`src/rtl/svm_pkg.sv`:
```
`default_nettype none

package svm_pkg;

	localparam int SAMPLE_W  = 16;
	localparam int VOLT_W    = 10;
	localparam int PERSIST_W = 8;
	localparam int CFG_IDX_W = 2;

	localparam int TENTH_DIV = 100;
	localparam logic [VOLT_W:0] LOW_MARGIN = 11'd2;
	localparam logic [VOLT_W:0] CUT_MARGIN = 11'd10;

	localparam logic [CFG_IDX_W-1:0] REG_LOW_THRESHOLD = 2'd0;
	localparam logic [CFG_IDX_W-1:0] REG_CUT_THRESHOLD = 2'd1;
	localparam logic [CFG_IDX_W-1:0] REG_PERSIST_COUNT = 2'd2;

	localparam logic [VOLT_W-1:0]    LOW_THRESHOLD_RST = 10'd0;
	localparam logic [VOLT_W-1:0]    CUT_THRESHOLD_RST = 10'd50;
	localparam logic [PERSIST_W-1:0] PERSIST_COUNT_RST = 8'd150;

	typedef struct packed {
		logic [PERSIST_W-1:0] hits;
		logic [PERSIST_W-1:0] clears;
	} persist_t;

	typedef struct packed {
		persist_t cnt;
		logic     fire;
		logic     lift;
	} det_t;

endpackage

`default_nettype wire

```
`src/rtl/supply_voltage_monitor.sv`:
```
`default_nettype none

// While the ring fills, a result is valid in the cycle after the item is taken.
// Once full, the result follows from these steps in order:
// one ring read per cycle, a trim step, a reciprocal multiply, a detector step.
// One item at a time; the next is taken the cycle after the result leaves.
// Reset: flags, counters, fill count and pointer clear; registers take their defaults.
// The sample ring is not cleared; it is always written before it is read.
module supply_voltage_monitor #(
	parameter int WINDOW_LEN = 6
) (
	input  wire logic                          clk,
	input  wire logic                          arst_n,

	input  wire logic                          cfg_valid,
	output      logic                          cfg_ready,
	input  wire logic [svm_pkg::CFG_IDX_W-1:0] cfg_index,
	input  wire logic [svm_pkg::VOLT_W-1:0]    cfg_data,

	input  wire logic                          in_valid,
	output      logic                          in_ready,
	input  wire logic [svm_pkg::SAMPLE_W-1:0]  adc_sample,

	output      logic                          out_valid,
	input  wire logic                          out_ready,
	output      logic [svm_pkg::VOLT_W-1:0]    voltage_tenths,
	output      logic                          window_full,
	output      logic                          low_alarm,
	output      logic                          cut_alarm
);

	localparam int PTR_W   = $clog2(WINDOW_LEN);
	localparam int FILL_W  = $clog2(WINDOW_LEN + 1);
	localparam int SUM_W   = svm_pkg::SAMPLE_W + $clog2(WINDOW_LEN);
	localparam int DIVISOR = svm_pkg::TENTH_DIV * (WINDOW_LEN - 2);
	localparam int VW      = svm_pkg::VOLT_W;
	localparam int SHIFT   = SUM_W + $clog2(DIVISOR);
	localparam int RECIP_W = SUM_W + 1;
	localparam int PROD_W  = SUM_W + RECIP_W;
	localparam logic [63:0] RECIP =
		((64'd1 << SHIFT) + 64'(DIVISOR - 1)) / 64'(DIVISOR);

	typedef enum logic [2:0] {
		ST_IDLE,
		ST_SUM,
		ST_TRIM,
		ST_DIV,
		ST_DET,
		ST_OUT
	} state_t;

	state_t state_q;

	logic [svm_pkg::SAMPLE_W-1:0]  ring_q [WINDOW_LEN];
	logic [svm_pkg::SAMPLE_W-1:0]  rd_data_q;
	logic [PTR_W-1:0]              wp_q;
	logic [FILL_W-1:0]             fill_q;
	logic [FILL_W-1:0]             cnt_q;
	logic [SUM_W-1:0]              sum_q;
	logic [svm_pkg::SAMPLE_W-1:0]  min_q;
	logic [svm_pkg::SAMPLE_W-1:0]  max_q;
	logic [VW-1:0]                 quo_q;

	logic [VW-1:0]                 low_thr_q;
	logic [VW-1:0]                 cut_thr_q;
	logic [svm_pkg::PERSIST_W-1:0] persist_q;
	svm_pkg::persist_t             low_cnt_q;
	svm_pkg::persist_t             cut_cnt_q;
	logic                          low_flag_q;
	logic                          cut_flag_q;

	logic                          in_acc;
	logic                          filling;
	logic [PROD_W-1:0]             prod;
	logic                          low_hit, low_miss, cut_hit, cut_miss;
	svm_pkg::det_t                 low_det, cut_det;
	logic                          low_next, cut_next;

	assign in_ready  = (state_q == ST_IDLE);
	assign cfg_ready = 1'b1;
	assign in_acc    = in_valid && in_ready;
	assign filling   = (fill_q < FILL_W'(WINDOW_LEN));

	// divide by the constant through its rounded-up reciprocal, exact for SUM_W bits
	assign prod = PROD_W'(sum_q) * PROD_W'(RECIP[RECIP_W-1:0]);

	assign low_hit  = (quo_q < low_thr_q) && (quo_q > cut_thr_q);
	assign low_miss = ({1'b0, quo_q} > ({1'b0, low_thr_q} + svm_pkg::LOW_MARGIN));
	assign cut_hit  = (quo_q < cut_thr_q);
	assign cut_miss = ({1'b0, quo_q} > ({1'b0, cut_thr_q} + svm_pkg::CUT_MARGIN));

	svm_persist u_low_persist (
		.hit     (low_hit),
		.miss    (low_miss),
		.cnt_now (low_cnt_q),
		.limit   (persist_q),
		.result  (low_det)
	);

	svm_persist u_cut_persist (
		.hit     (cut_hit),
		.miss    (cut_miss),
		.cnt_now (cut_cnt_q),
		.limit   (persist_q),
		.result  (cut_det)
	);

	// undervoltage first, then power cut
	always_comb begin
		low_next = low_flag_q;
		cut_next = cut_flag_q;
		if (low_det.fire) begin
			low_next = 1'b1;
			cut_next = 1'b0;
		end else if (low_det.lift) begin
			low_next = 1'b0;
		end
		if (cut_det.fire) begin
			cut_next = 1'b1;
			low_next = 1'b0;
		end else if (cut_det.lift) begin
			cut_next = 1'b0;
		end
	end

	always_ff @(posedge clk) begin
		if (in_acc)
			ring_q[wp_q] <= adc_sample;
		rd_data_q <= ring_q[cnt_q[PTR_W-1:0]];
	end

	always_ff @(posedge clk) begin
		unique case (state_q)
			ST_IDLE: begin
				sum_q <= '0;
				min_q <= '1;
				max_q <= '0;
			end
			ST_SUM: begin
				if (cnt_q != '0) begin
					sum_q <= sum_q + SUM_W'(rd_data_q);
					if (rd_data_q < min_q)
						min_q <= rd_data_q;
					if (rd_data_q > max_q)
						max_q <= rd_data_q;
				end
			end
			ST_TRIM: begin
				sum_q <= sum_q - SUM_W'(min_q) - SUM_W'(max_q);
				quo_q <= '0;
			end
			ST_DIV: begin
				quo_q <= prod[SHIFT +: VW];
			end
			ST_DET, ST_OUT: begin
			end
			default: begin
			end
		endcase
	end

	always_ff @(posedge clk or negedge arst_n) begin
		if (!arst_n) begin
			state_q        <= ST_IDLE;
			wp_q           <= '0;
			fill_q         <= '0;
			cnt_q          <= '0;
			low_thr_q      <= svm_pkg::LOW_THRESHOLD_RST;
			cut_thr_q      <= svm_pkg::CUT_THRESHOLD_RST;
			persist_q      <= svm_pkg::PERSIST_COUNT_RST;
			low_cnt_q      <= '0;
			cut_cnt_q      <= '0;
			low_flag_q     <= 1'b0;
			cut_flag_q     <= 1'b0;
			out_valid      <= 1'b0;
			voltage_tenths <= '0;
			window_full    <= 1'b0;
			low_alarm      <= 1'b0;
			cut_alarm      <= 1'b0;
		end else begin
			if (cfg_valid && cfg_ready) begin
				if (cfg_index == svm_pkg::REG_LOW_THRESHOLD)
					low_thr_q <= cfg_data;
				else if (cfg_index == svm_pkg::REG_CUT_THRESHOLD)
					cut_thr_q <= cfg_data;
				else if (cfg_index == svm_pkg::REG_PERSIST_COUNT)
					persist_q <= cfg_data[svm_pkg::PERSIST_W-1:0];
			end
			unique case (state_q)
				ST_IDLE: begin
					if (in_acc) begin
						wp_q  <= (wp_q == PTR_W'(WINDOW_LEN - 1)) ? '0 : wp_q + 1'b1;
						cnt_q <= '0;
						if (filling) begin
							fill_q         <= fill_q + 1'b1;
							out_valid      <= 1'b1;
							voltage_tenths <= '0;
							window_full    <= 1'b0;
							low_alarm      <= low_flag_q;
							cut_alarm      <= cut_flag_q;
							state_q        <= ST_OUT;
						end else begin
							state_q <= ST_SUM;
						end
					end
				end
				ST_SUM: begin
					cnt_q <= cnt_q + 1'b1;
					if (cnt_q == FILL_W'(WINDOW_LEN))
						state_q <= ST_TRIM;
				end
				ST_TRIM: begin
					state_q <= ST_DIV;
				end
				ST_DIV: begin
					state_q <= ST_DET;
				end
				ST_DET: begin
					low_cnt_q      <= low_det.cnt;
					cut_cnt_q      <= cut_det.cnt;
					low_flag_q     <= low_next;
					cut_flag_q     <= cut_next;
					out_valid      <= 1'b1;
					voltage_tenths <= quo_q;
					window_full    <= 1'b1;
					low_alarm      <= low_next;
					cut_alarm      <= cut_next;
					state_q        <= ST_OUT;
				end
				ST_OUT: begin
					if (out_ready) begin
						out_valid <= 1'b0;
						state_q   <= ST_IDLE;
					end
				end
				default: begin
					state_q <= ST_IDLE;
				end
			endcase
		end
	end

	a_no_overlap: assert property (@(posedge clk) disable iff (!arst_n)
		!(in_ready && out_valid))
		else $error("input taken while a result waits");

	a_flags_exclusive: assert property (@(posedge clk) disable iff (!arst_n)
		!(low_flag_q && cut_flag_q))
		else $error("both alarms set");

	a_fill_result: assert property (@(posedge clk) disable iff (!arst_n)
		(in_acc && filling) |=> (out_valid && !window_full && voltage_tenths == '0))
		else $error("filling item gave a wrong result");

	a_div_step: assert property (@(posedge clk) disable iff (!arst_n)
		(state_q == ST_DIV) |=> (state_q == ST_DET))
		else $error("division took more than one cycle");

endmodule

`default_nettype wire

```
`src/rtl/svm_persist.sv`:
```
`default_nettype none

// persistence counter pair for one hysteresis detector
module svm_persist (
	input  wire logic                          hit,
	input  wire logic                          miss,
	input  wire svm_pkg::persist_t             cnt_now,
	input  wire logic [svm_pkg::PERSIST_W-1:0] limit,
	output svm_pkg::det_t                      result
);

	svm_pkg::persist_t cnt_new;

	always_comb begin
		cnt_new = cnt_now;
		if (hit) begin
			if (cnt_now.hits < limit)
				cnt_new.hits = cnt_now.hits + 8'd1;
			cnt_new.clears = '0;
		end else if (miss) begin
			cnt_new.hits = '0;
			if (cnt_now.clears < limit)
				cnt_new.clears = cnt_now.clears + 8'd1;
		end
		result.cnt  = cnt_new;
		result.fire = (cnt_new.hits >= limit);
		result.lift = (cnt_new.clears >= limit);
	end

endmodule

`default_nettype wire

```
`config.mk`:
```
export PLATFORM = sky130hd
export DESIGN_NAME = supply_voltage_monitor
export DESIGN_NICKNAME = d
export VERILOG_FILES = /design/src/rtl/svm_pkg.sv /design/src/rtl/supply_voltage_monitor.sv /design/src/rtl/svm_persist.sv
export SDC_FILE = /design/constraint.sdc
export NUM_CORES = 1
export LEC_CHECK = 0
export ABC_AREA = 1
export BUFFER_PORTS_ARGS = -buffer_cell sky130_fd_sc_hd__buf_4
export CAP_MARGIN = 15
export CORE_UTILIZATION = 55
export DETAILED_ROUTE_END_ITERATION = 10
export HOLD_SLACK_MARGIN = 0.03
export PLACE_DENSITY = 0.73
export SLEW_MARGIN = 25
export SYNTH_ARGS = -nofsm -noshare
export SYNTH_HDL_FRONTEND = slang
export SYNTH_SLANG_ARGS = --single-unit
export TNS_END_PERCENT = 50
```
`constraint.sdc`:
```
create_clock -name clk -period 5.8 [get_ports clk]
set_clock_uncertainty 0.05 [all_clocks]
set_input_delay 0.58 -clock clk [delete_from_list [all_inputs] [get_ports clk]]
set_output_delay 0.58 -clock clk [all_outputs]
set_load 0.02 [all_outputs]
```
==> summary.txt, run 1 <==
Synth async-reset ratio: 0.3372
Area of the multi-input gates: 14190 um^2
Top FF cell, synth: edfxtp_1
Vert. Die Dim: 209.0 um
P&R area growth vs syn: 8.800%
CP Cell Sequence: inv_1 -> ha_1 -> inv_1 -> fa_1 -> fa_1 -> fa_1 -> fa_1 -> inv_1 -> fa_1 -> inv_1 -> ha_1 -> nand2_1 -> nor3_1 -> nand3_1 -> nor2_1 -> nand2_1 -> nand2_1 -> nand2_1 -> nand2_1 -> nor2_1
Yosys warning total: 0
Status: completed
Gpl congestion: 0.9656
CTS Buffer Depth: 3
CTS H-tree lvls: 1
Post-Syn Instances: 2815
Gr usage total: 0.2781
Top-count cell post-synth: nand2_1
Worst endpoint required time: 6080 ps
Post-synth EDFFs: 157
Slowest CP cell: fa_1
Final setup fails: 0
Crit path max fanout: 6
Reg clk slew, reported paths: 70 ps
Sequential share of the synthesized area: 0.3076
Largest family of logic cells by synthesized area: adder cells
Cell Area, Synth: 23560 um^2
Die X: 209.0 um
Final Cell Area: 25630 um^2
DRC: 0
WP data arrival: 5720 ps
Starting Density: 0.5591
Yosys reg bits: 261
First-pass GRT wire length: 96760 um
CP peak stage delay: 550 ps
Fin. Hold Viols: 0
Post-Route WL: 59650 um
Crit share post-route: 0.9375
Num Clock Sinks: 261
Max cap viols: 0
Pins Over Slew Limit: 0
Adder-Cell Fraction of Synth Area: 0.2961
Postcts setup bufs: 0
Register area: 7246 um^2
CTS tree: built
Number of DRC markers in iteration 0: 1319
Worst Hold Class: in -> reg
DP HPWL: 46930 um
Vias per cell: 5.485
Synth area leader: edfxtp_1
Post-route minimum period: 5437 ps
Synth top cells by count: nand2_1, inv_1, ha_1
Max_slew headroom: 0.3755
Synth Area in Compound Gates: 0.09007
DRT antenna net count: 0
Clk_lat worst skew: 590 ps
Rows: 75
DR vias: 18890
Port bufs: 47
Simple-gate share of the synthesized area: 0.1996
Top area cells in the synthesized netlist: edfxtp_1, ha_1, fa_1
Layout net count: 3387
Worst Tran Pin Value: 933.8 ps
Mean Syn Cell Area: 8.369 um^2
Synth cell types: 53
Peak Freq: 0.1839 GHz
Antenna violations before repair: 0
GRT overflow: 0
Post-synth top area share: 0.2001
Core area: 42130 um^2
Ratio of cells with drive above 1 in the final layout: 0.06784
Post-Synth XOR/XNOR Area: 0.01487
Syn_nets: 3321
FILL cells: 3653
CP startpoint kind: register
TNS Setup: 0 ps
Root buffer cell: clkbuf_16
Num ports: 49
Placed Area: 24630 um^2
ANT cells: 0
Vias in the first global route: 19070
CP Class: reg -> reg
Number of buffers created by CTS: 29
RSZ-0062 raised after global routing: false
Largest net degree at the start of global routing: 73
Multiplexer share of the synthesized area: 0.0004780
Crit. End Element: register
Routed WL per cell: 17.32 um
Full die area: 43670 um^2
DRT Pass-1 Iters: 5
## metal layers
layer  vias up  GRT usage  part of all wire
met5         -          0                 0
met4         0    0.07429             0.026
met3        97    0.02510             0.045
met2       469     0.4976              0.50
met1      9054     0.3599              0.43
li1       9266          -                 -
## timing repair
action | 4_1_cts | 5_1_grt
hold buffers | 1 | 0
resized for setup | 0 | 0
hold endpoints to repair | 16 | 0
## kinds of logic after synthesis
| kind of cell | Yosys count |
|---|---|
| simple gates | 1109 |
| xor+xnor | 40 |
| compound gates | 373 |
| buf+inv | 557 |
| mux | 1 |
| fa+ha+maj | 473 |
| flops | 261 |
| other cells | 1 |
## final cells by class
cell class / instances / share of cell area
clock buffers: 32 / 0.02875
clock inverters: 22 / 0.009616
inverters: 511 / 0.07493
multi-input cells: 1997 / 0.5537
flip-flops and latches: 261 / 0.2827
well taps: 539 / 0.02631
repair buffers: 81 / 0.02397
## registers in the layout, indices dropped and copies added, names as in the netlist, 8 cells and up
register / count
rd_data_q: 16
voltage_tenths: 10
persist_q: 8
max_q: 16
sum_q: 19
quo_q: 10
cut_cnt_q: 16
low_thr_q: 10
low_cnt_q: 16
cut_thr_q: 10
ring_q: 96
min_q: 16
## critical path: cells and delay by family, from the launching register on
family | cells | cell delay, ps
adder cells (fa/ha/maj) | 7 | 3340
flip-flops | 1 | 490
buffers and inverters | 4 | 340
AND/OR/NAND/NOR | 9 | 970
## through the flow
stage	setup slack (ps)	hold WS [ps]	instances	util
6_report	362.5	151.7	3443	0.6083
5_1_grt	5.457	135.1	3443	0.6083
4_1_cts	352.9	123.9	3443	0.6082
3_5_place_dp	382.8	400.4	3388	0.5846
3_3_place_gp	474.1	395.3	3388	0.5846
2_1_floorplan	612.5	234.4	2815	-
## cell usage in the layout, fill, tap and decap left out, types with 7 or more instances in the layout
cell       synthesis  layout
fa_1             141     141
dfrtp_1           81      81
dfstp_2            7       7
xnor2_1           12      12
o22ai_1           23      23
nand3b_1           8       8
xor2_1            28      28
a32o_1            16      16
inv_2             13      13
ha_1             332     332
o21ai_0          119     119
or2_2              8       8
clkbuf_16          0      29
a21oi_1          165     165
dfxtp_1           16      16
buf_4              3      79
a22o_1            11      11
nor3_1            20      17
clkinv_1           3       8
nand2_1          672     672
nand3_1          134     134
nor2_1           192     190
edfxtp_1         157     157
inv_1            494     494
o21bai_1          11      11
nand2_2           14      14
nand4_1           28      28
a21o_1            13      13
## path summary, 6_finish.rpt
kind	from	end	slack [ps]	depth (start not counted)
worst max-delay path	sum_q[17]	quo_q[7]	360	20
worst min-delay path	adc_sample[9]	ring_q[4][9]	150	1
worst max register to register	sum_q[17]	quo_q[7]	360	20
worst min register to register	fill_q[0]	fill_q[0]	420	1
max in group asynchronous	arst_n	state_q[0]	4410	3
min in group asynchronous	arst_n	voltage_tenths[7]	340	2
Power of run 1 is left out: the tool's default activity adds up to more than one toggle a clock period on the data nets, which glitch-free logic cannot reach.
==> run 2, diff against run 1 <==
- CORE_MARGIN: default -> 2
==> summary.txt, run 2 (same netlist as run 1, synthesis figures left out) <==
Routed WL per cell: 17.15 um
Root buffer cell: clkbuf_16
Worst Tran Pin Value: 1084 ps
Post-Route WL: 59060 um
Fin. Hold Viols: 0
Vias in the first global route: 19010
First-pass GRT wire length: 95280 um
P&R area growth vs syn: 8.853%
Status: completed
Biggest regs: ring_q (96), sum_q (19)
GRT overflow: 0
Port bufs: 47
Most frequent cells in the layout: nand2_1, inv_1, ha_1
CTS H-tree lvls: 1
Post-route minimum period: 5446 ps
DRC: 0
CP Class: reg -> reg
Biggest register: ring_q
Setup ws final: 354.1 ps
Peak Freq: 0.1836 GHz
FF-to-FF Start: sum_q[17]
Largest net degree at the start of global routing: 72
Final setup fails: 0
Number of DRC markers in iteration 0: 1354
CTS tree: built
Core area: 42130 um^2
Reg clk slew, reported paths: 60 ps
CTS Buffer Depth: 3
Leading cell type in the layout, fill and taps excluded: nand2_1
Crit path launch: sum_q[17]
Num Clock Sinks: 261
Full die area: 44510 um^2
Clk_lat worst skew: 600 ps
Layout net count: 3389
FILL cells: 3657
DR vias: 18870
ANT cells: 0
Worst setup path end: quo_q[9]
Worst endpoint required time: 6060 ps
Max cap viols: 0
Vias per cell: 5.480
CP Cell Sequence: fa_1 -> fa_1 -> fa_1 -> fa_1 -> fa_1 -> inv_1 -> fa_1 -> inv_1 -> ha_1 -> a21oi_1 -> o21bai_1 -> a21oi_1 -> nor2_1 -> nor2_1 -> nand3_1 -> nand2_1 -> nor2_1
Gpl congestion: 0.9741
WP data arrival: 5710 ps
Most frequent CP cell: fa_1
Final core occ: 0.6086
Starting Density: 0.5591
TNS Setup: 0 ps
Num ports: 49
DRT Pass-1 Iters: 5
Register-to-Register Path Depth: 17
Pre-CTS WS: 416.6 ps
Max reg flops: 96
Vert. Die Dim: 211.0 um
Pins Over Slew Limit: 0
Slowest CP cell: fa_1
Worst Hold Class: in -> reg
CP startpoint kind: register
Rows: 75
Crit. End Element: register
Crit share post-route: 0.9389
Max_slew headroom: 0.2774
Ratio of cells with drive above 1 in the final layout: 0.06954
DRT antenna net count: 0
Die X: 211.0 um
R2R setup slack: 350 ps
Antenna violations before repair: 0
Number of buffers created by CTS: 28
DP HPWL: 46110 um
CP peak stage delay: 640 ps
Hold_ws: 140.8 ps
Reg2reg end: quo_q[9]
RSZ-0062 raised after global routing: false
Gr usage total: 0.2696
Crit path max fanout: 6
run 2: cell count changes in the layout (fill, tap and decap cells not counted), sizes merged:
cell / delta
clkinv: -5
bufinv: -3
buf: +3
clkbuf: +6
run 2: through the flow:
stage / cells / instance area, um^2
6_report: 3444 / 25640
5_1_grt: 3444 / 25640
4_1_cts: 3444 / 25640
3_5_place_dp: 3391 / 24650
3_3_place_gp: 3390 / 24640
2_1_floorplan: 2815 / 23560
run 2: how the worst min path moves through the flow:
stage                        start                 to  slack, ps  cells past startpoint
floorplan                   arst_n           cnt_q[0]        230                      0
global placement            arst_n  voltage_tenths[7]        400                      1
detailed placement          arst_n  voltage_tenths[7]        410                      1
CTS                 adc_sample[15]      ring_q[1][15]        120                      1
global route        adc_sample[15]      ring_q[1][15]        120                      1
finish               adc_sample[3]       ring_q[1][3]        140                      1
run 2: layer usage:
metal / GRT usage / wire length [um] / up-vias
met5: 0 / 0 / -
met4: 0.1141 / 2800 / 0
met3: 0.03360 / 2897 / 161
met2: 0.4659 / 28390 / 555
met1: 0.3424 / 24970 / 8905
li1: - / - / 9253
run 2: critical path, delay by kind of cell (launching register included):
kind / cells / cell delay [ps]
AND/OR/NAND/NOR: 5 / 410
adder cells (fa/ha/maj): 7 / 3570
AO/OA/AOI/OAI: 3 / 510
buffers and inverters: 2 / 100
flip-flops: 1 / 500
run 2: cell type report:
| type | instances | area (um^2) | area share |
|---|---|---|---|
| clock buffers | 38 | 830.8 | 0.03240 |
| clock inverters | 14 | 147.6 | 0.005757 |
| inverters | 511 | 1921 | 0.07489 |
| multi-input cells | 1997 | 14190 | 0.5534 |
| flip-flops and latches | 261 | 7246 | 0.2825 |
| well taps | 539 | 674.4 | 0.02630 |
| repair buffers | 84 | 634.4 | 0.02474 |
run 2: timing repair:
| item | in CTS | in global routing |
|---|---|---|
| hold buffers | 1 | 0 |
| setup buffers | 0 | 0 |
| hold endpoints to repair | 17 | 0 |
| gates resized for setup | 0 | 0 |
Power of run 2 is left out for the same reason.
==> run 3, diff against run 2 <==
==> constraint.sdc (replaced) <==
create_clock -name clk -period 5.8 [get_ports clk]
set_clock_uncertainty 0.05 [all_clocks]
set_input_delay 0.29 -clock clk [delete_from_list [all_inputs] [get_ports clk]]
set_output_delay 0.29 -clock clk [all_outputs]
set_load 0.02 [all_outputs]
==> summary.txt, run 3 (same netlist as run 1, synthesis figures left out) <==
Register-to-Register Path Depth: 17
Worst Tran Pin Value: 1073 ps
CP peak stage delay: 640 ps
Crit. End Element: register
Crit path max fanout: 6
Starting Density: 0.5591
Vert. Die Dim: 211.0 um
Pins Over Slew Limit: 0
Buf+Inv Stages, Crit Path: 2
Post-route minimum period: 5442 ps
Number of buffers created by CTS: 28
Most frequent cells in the layout: nand2_1, inv_1, ha_1
Register area: 7246 um^2
Slowest CP cell: fa_1
Final setup fails: 0
Vias per cell: 5.456
DRT Pass-1 Iters: 5
Crit share post-route: 0.9382
Full die area: 44510 um^2
DR vias: 18940
Gr usage total: 0.2716
Number of DRC markers in iteration 0: 1286
WP data arrival: 5700 ps
GRT overflow: 0
ANT cells: 0
Worst endpoint required time: 6060 ps
Die X: 211.0 um
Gpl congestion: 0.9741
Biggest register: ring_q
DRT antenna net count: 0
Largest net degree at the start of global routing: 72
Crit path launch: sum_q[17]
Peak Freq: 0.1838 GHz
P&R area growth vs syn: 10.00%
Rows: 75
First-pass GRT wire length: 96050 um
DRC: 0
DP HPWL: 46110 um
Num Clock Sinks: 261
Delay-heaviest family, CP: adder cells
Biggest regs: ring_q (96), sum_q (19)
Root buffer cell: clkbuf_16
Hold_buf cts: 28
Reg clk slew, reported paths: 70 ps
FF-to-FF Start: sum_q[17]
R2R setup slack: 360 ps
Max reg flops: 96
CTS tree: built
Layout net count: 3416
CP Class: reg -> reg
Vias in the first global route: 19190
Num ports: 49
Max cap viols: 0
Post-Route WL: 59540 um
CTS Buffer Depth: 3
Core area: 42130 um^2
TNS Setup: 0 ps
Reg2reg end: quo_q[9]
Fin. Hold Viols: 0
CP Cell Sequence: fa_1 -> fa_1 -> fa_1 -> fa_1 -> fa_1 -> inv_1 -> fa_1 -> inv_1 -> ha_1 -> a21oi_1 -> o21bai_1 -> a21oi_1 -> nor2_1 -> nor2_1 -> nand3_1 -> nand2_1 -> nor2_1
CP startpoint kind: register
CTS H-tree lvls: 1
Max_slew headroom: 0.2847
Worst path depth: 17
Area of the multi-input gates: 14190 um^2
Most frequent CP cell: fa_1
Worst Hold Class: in -> reg
Port bufs: 47
Clk_lat worst skew: 600 ps
Leading cell type in the layout, fill and taps excluded: nand2_1
Status: completed
RSZ-0062 raised after global routing: false
FILL cells: 3624
Ratio of cells with drive above 1 in the final layout: 0.06889
Routed WL per cell: 17.15 um
Post-CTS sizing: 0
Postcts setup bufs: 0
Antenna violations before repair: 0
Worst setup path end: quo_q[9]
## run 3: layer usage
| layer | up-vias | global-route usage | wire length (um) |
|---|---|---|---|
| met3 | 157 | 0.03286 | 2791 |
| met2 | 542 | 0.4706 | 28700 |
| met4 | 0 | 0.1163 | 2763 |
| li1 | 9309 | - | - |
| met5 | - | 0 | 0 |
| met1 | 8929 | 0.3438 | 25280 |
## run 3: metrics by stage
stage          area (um^2)  cells    util  worst slack, ps  hold WS [ps]
4_1_cts              25910   3471  0.6149            342.7         45.44
5_1_grt              25910   3471  0.6151            28.53         67.96
6_report             25910   3471  0.6151            358.2         55.55
3_5_place_dp         24650   3391  0.5850            416.6         116.9
2_1_floorplan        23560   2815       -            612.5        -55.59
3_3_place_gp         24640   3390  0.5849            468.7         114.0
## run 3: worst min path at each step
stage                     cells past startpoint        start                 to  slack (ps)
after global routing                          3  cfg_data[0]       persist_q[0]          70
after floorplan                               0       arst_n           cnt_q[0]         -60
after CTS                                     3  cfg_data[0]       persist_q[0]          50
after global placement                        1       arst_n  voltage_tenths[7]         110
final                                         3  cfg_data[0]       persist_q[0]          60
after detailed placement                      1       arst_n  voltage_tenths[7]         120
## run 3: worst register-to-register path, cell delays in order, from the launching register on
cell      delay, ps
edfxtp_1        500
fa_1            640
fa_1            470
fa_1            530
fa_1            530
fa_1            560
inv_1            60
fa_1            530
inv_1            40
ha_1            320
a21oi_1         180
o21bai_1        100
a21oi_1         230
nor2_1           70
nor2_1          130
nand3_1          90
nand2_1          70
nor2_1           50
## run 3: area by class of cell
type | count | share of cell area
clock buffers | 38 | 0.03206
clock inverters | 14 | 0.005697
inverters | 511 | 0.07411
multi-input cells | 1997 | 0.5476
flip-flops and latches | 261 | 0.2796
well taps | 539 | 0.02602
repair buffers | 111 | 0.03491
Power of run 3 is left out for the same reason.
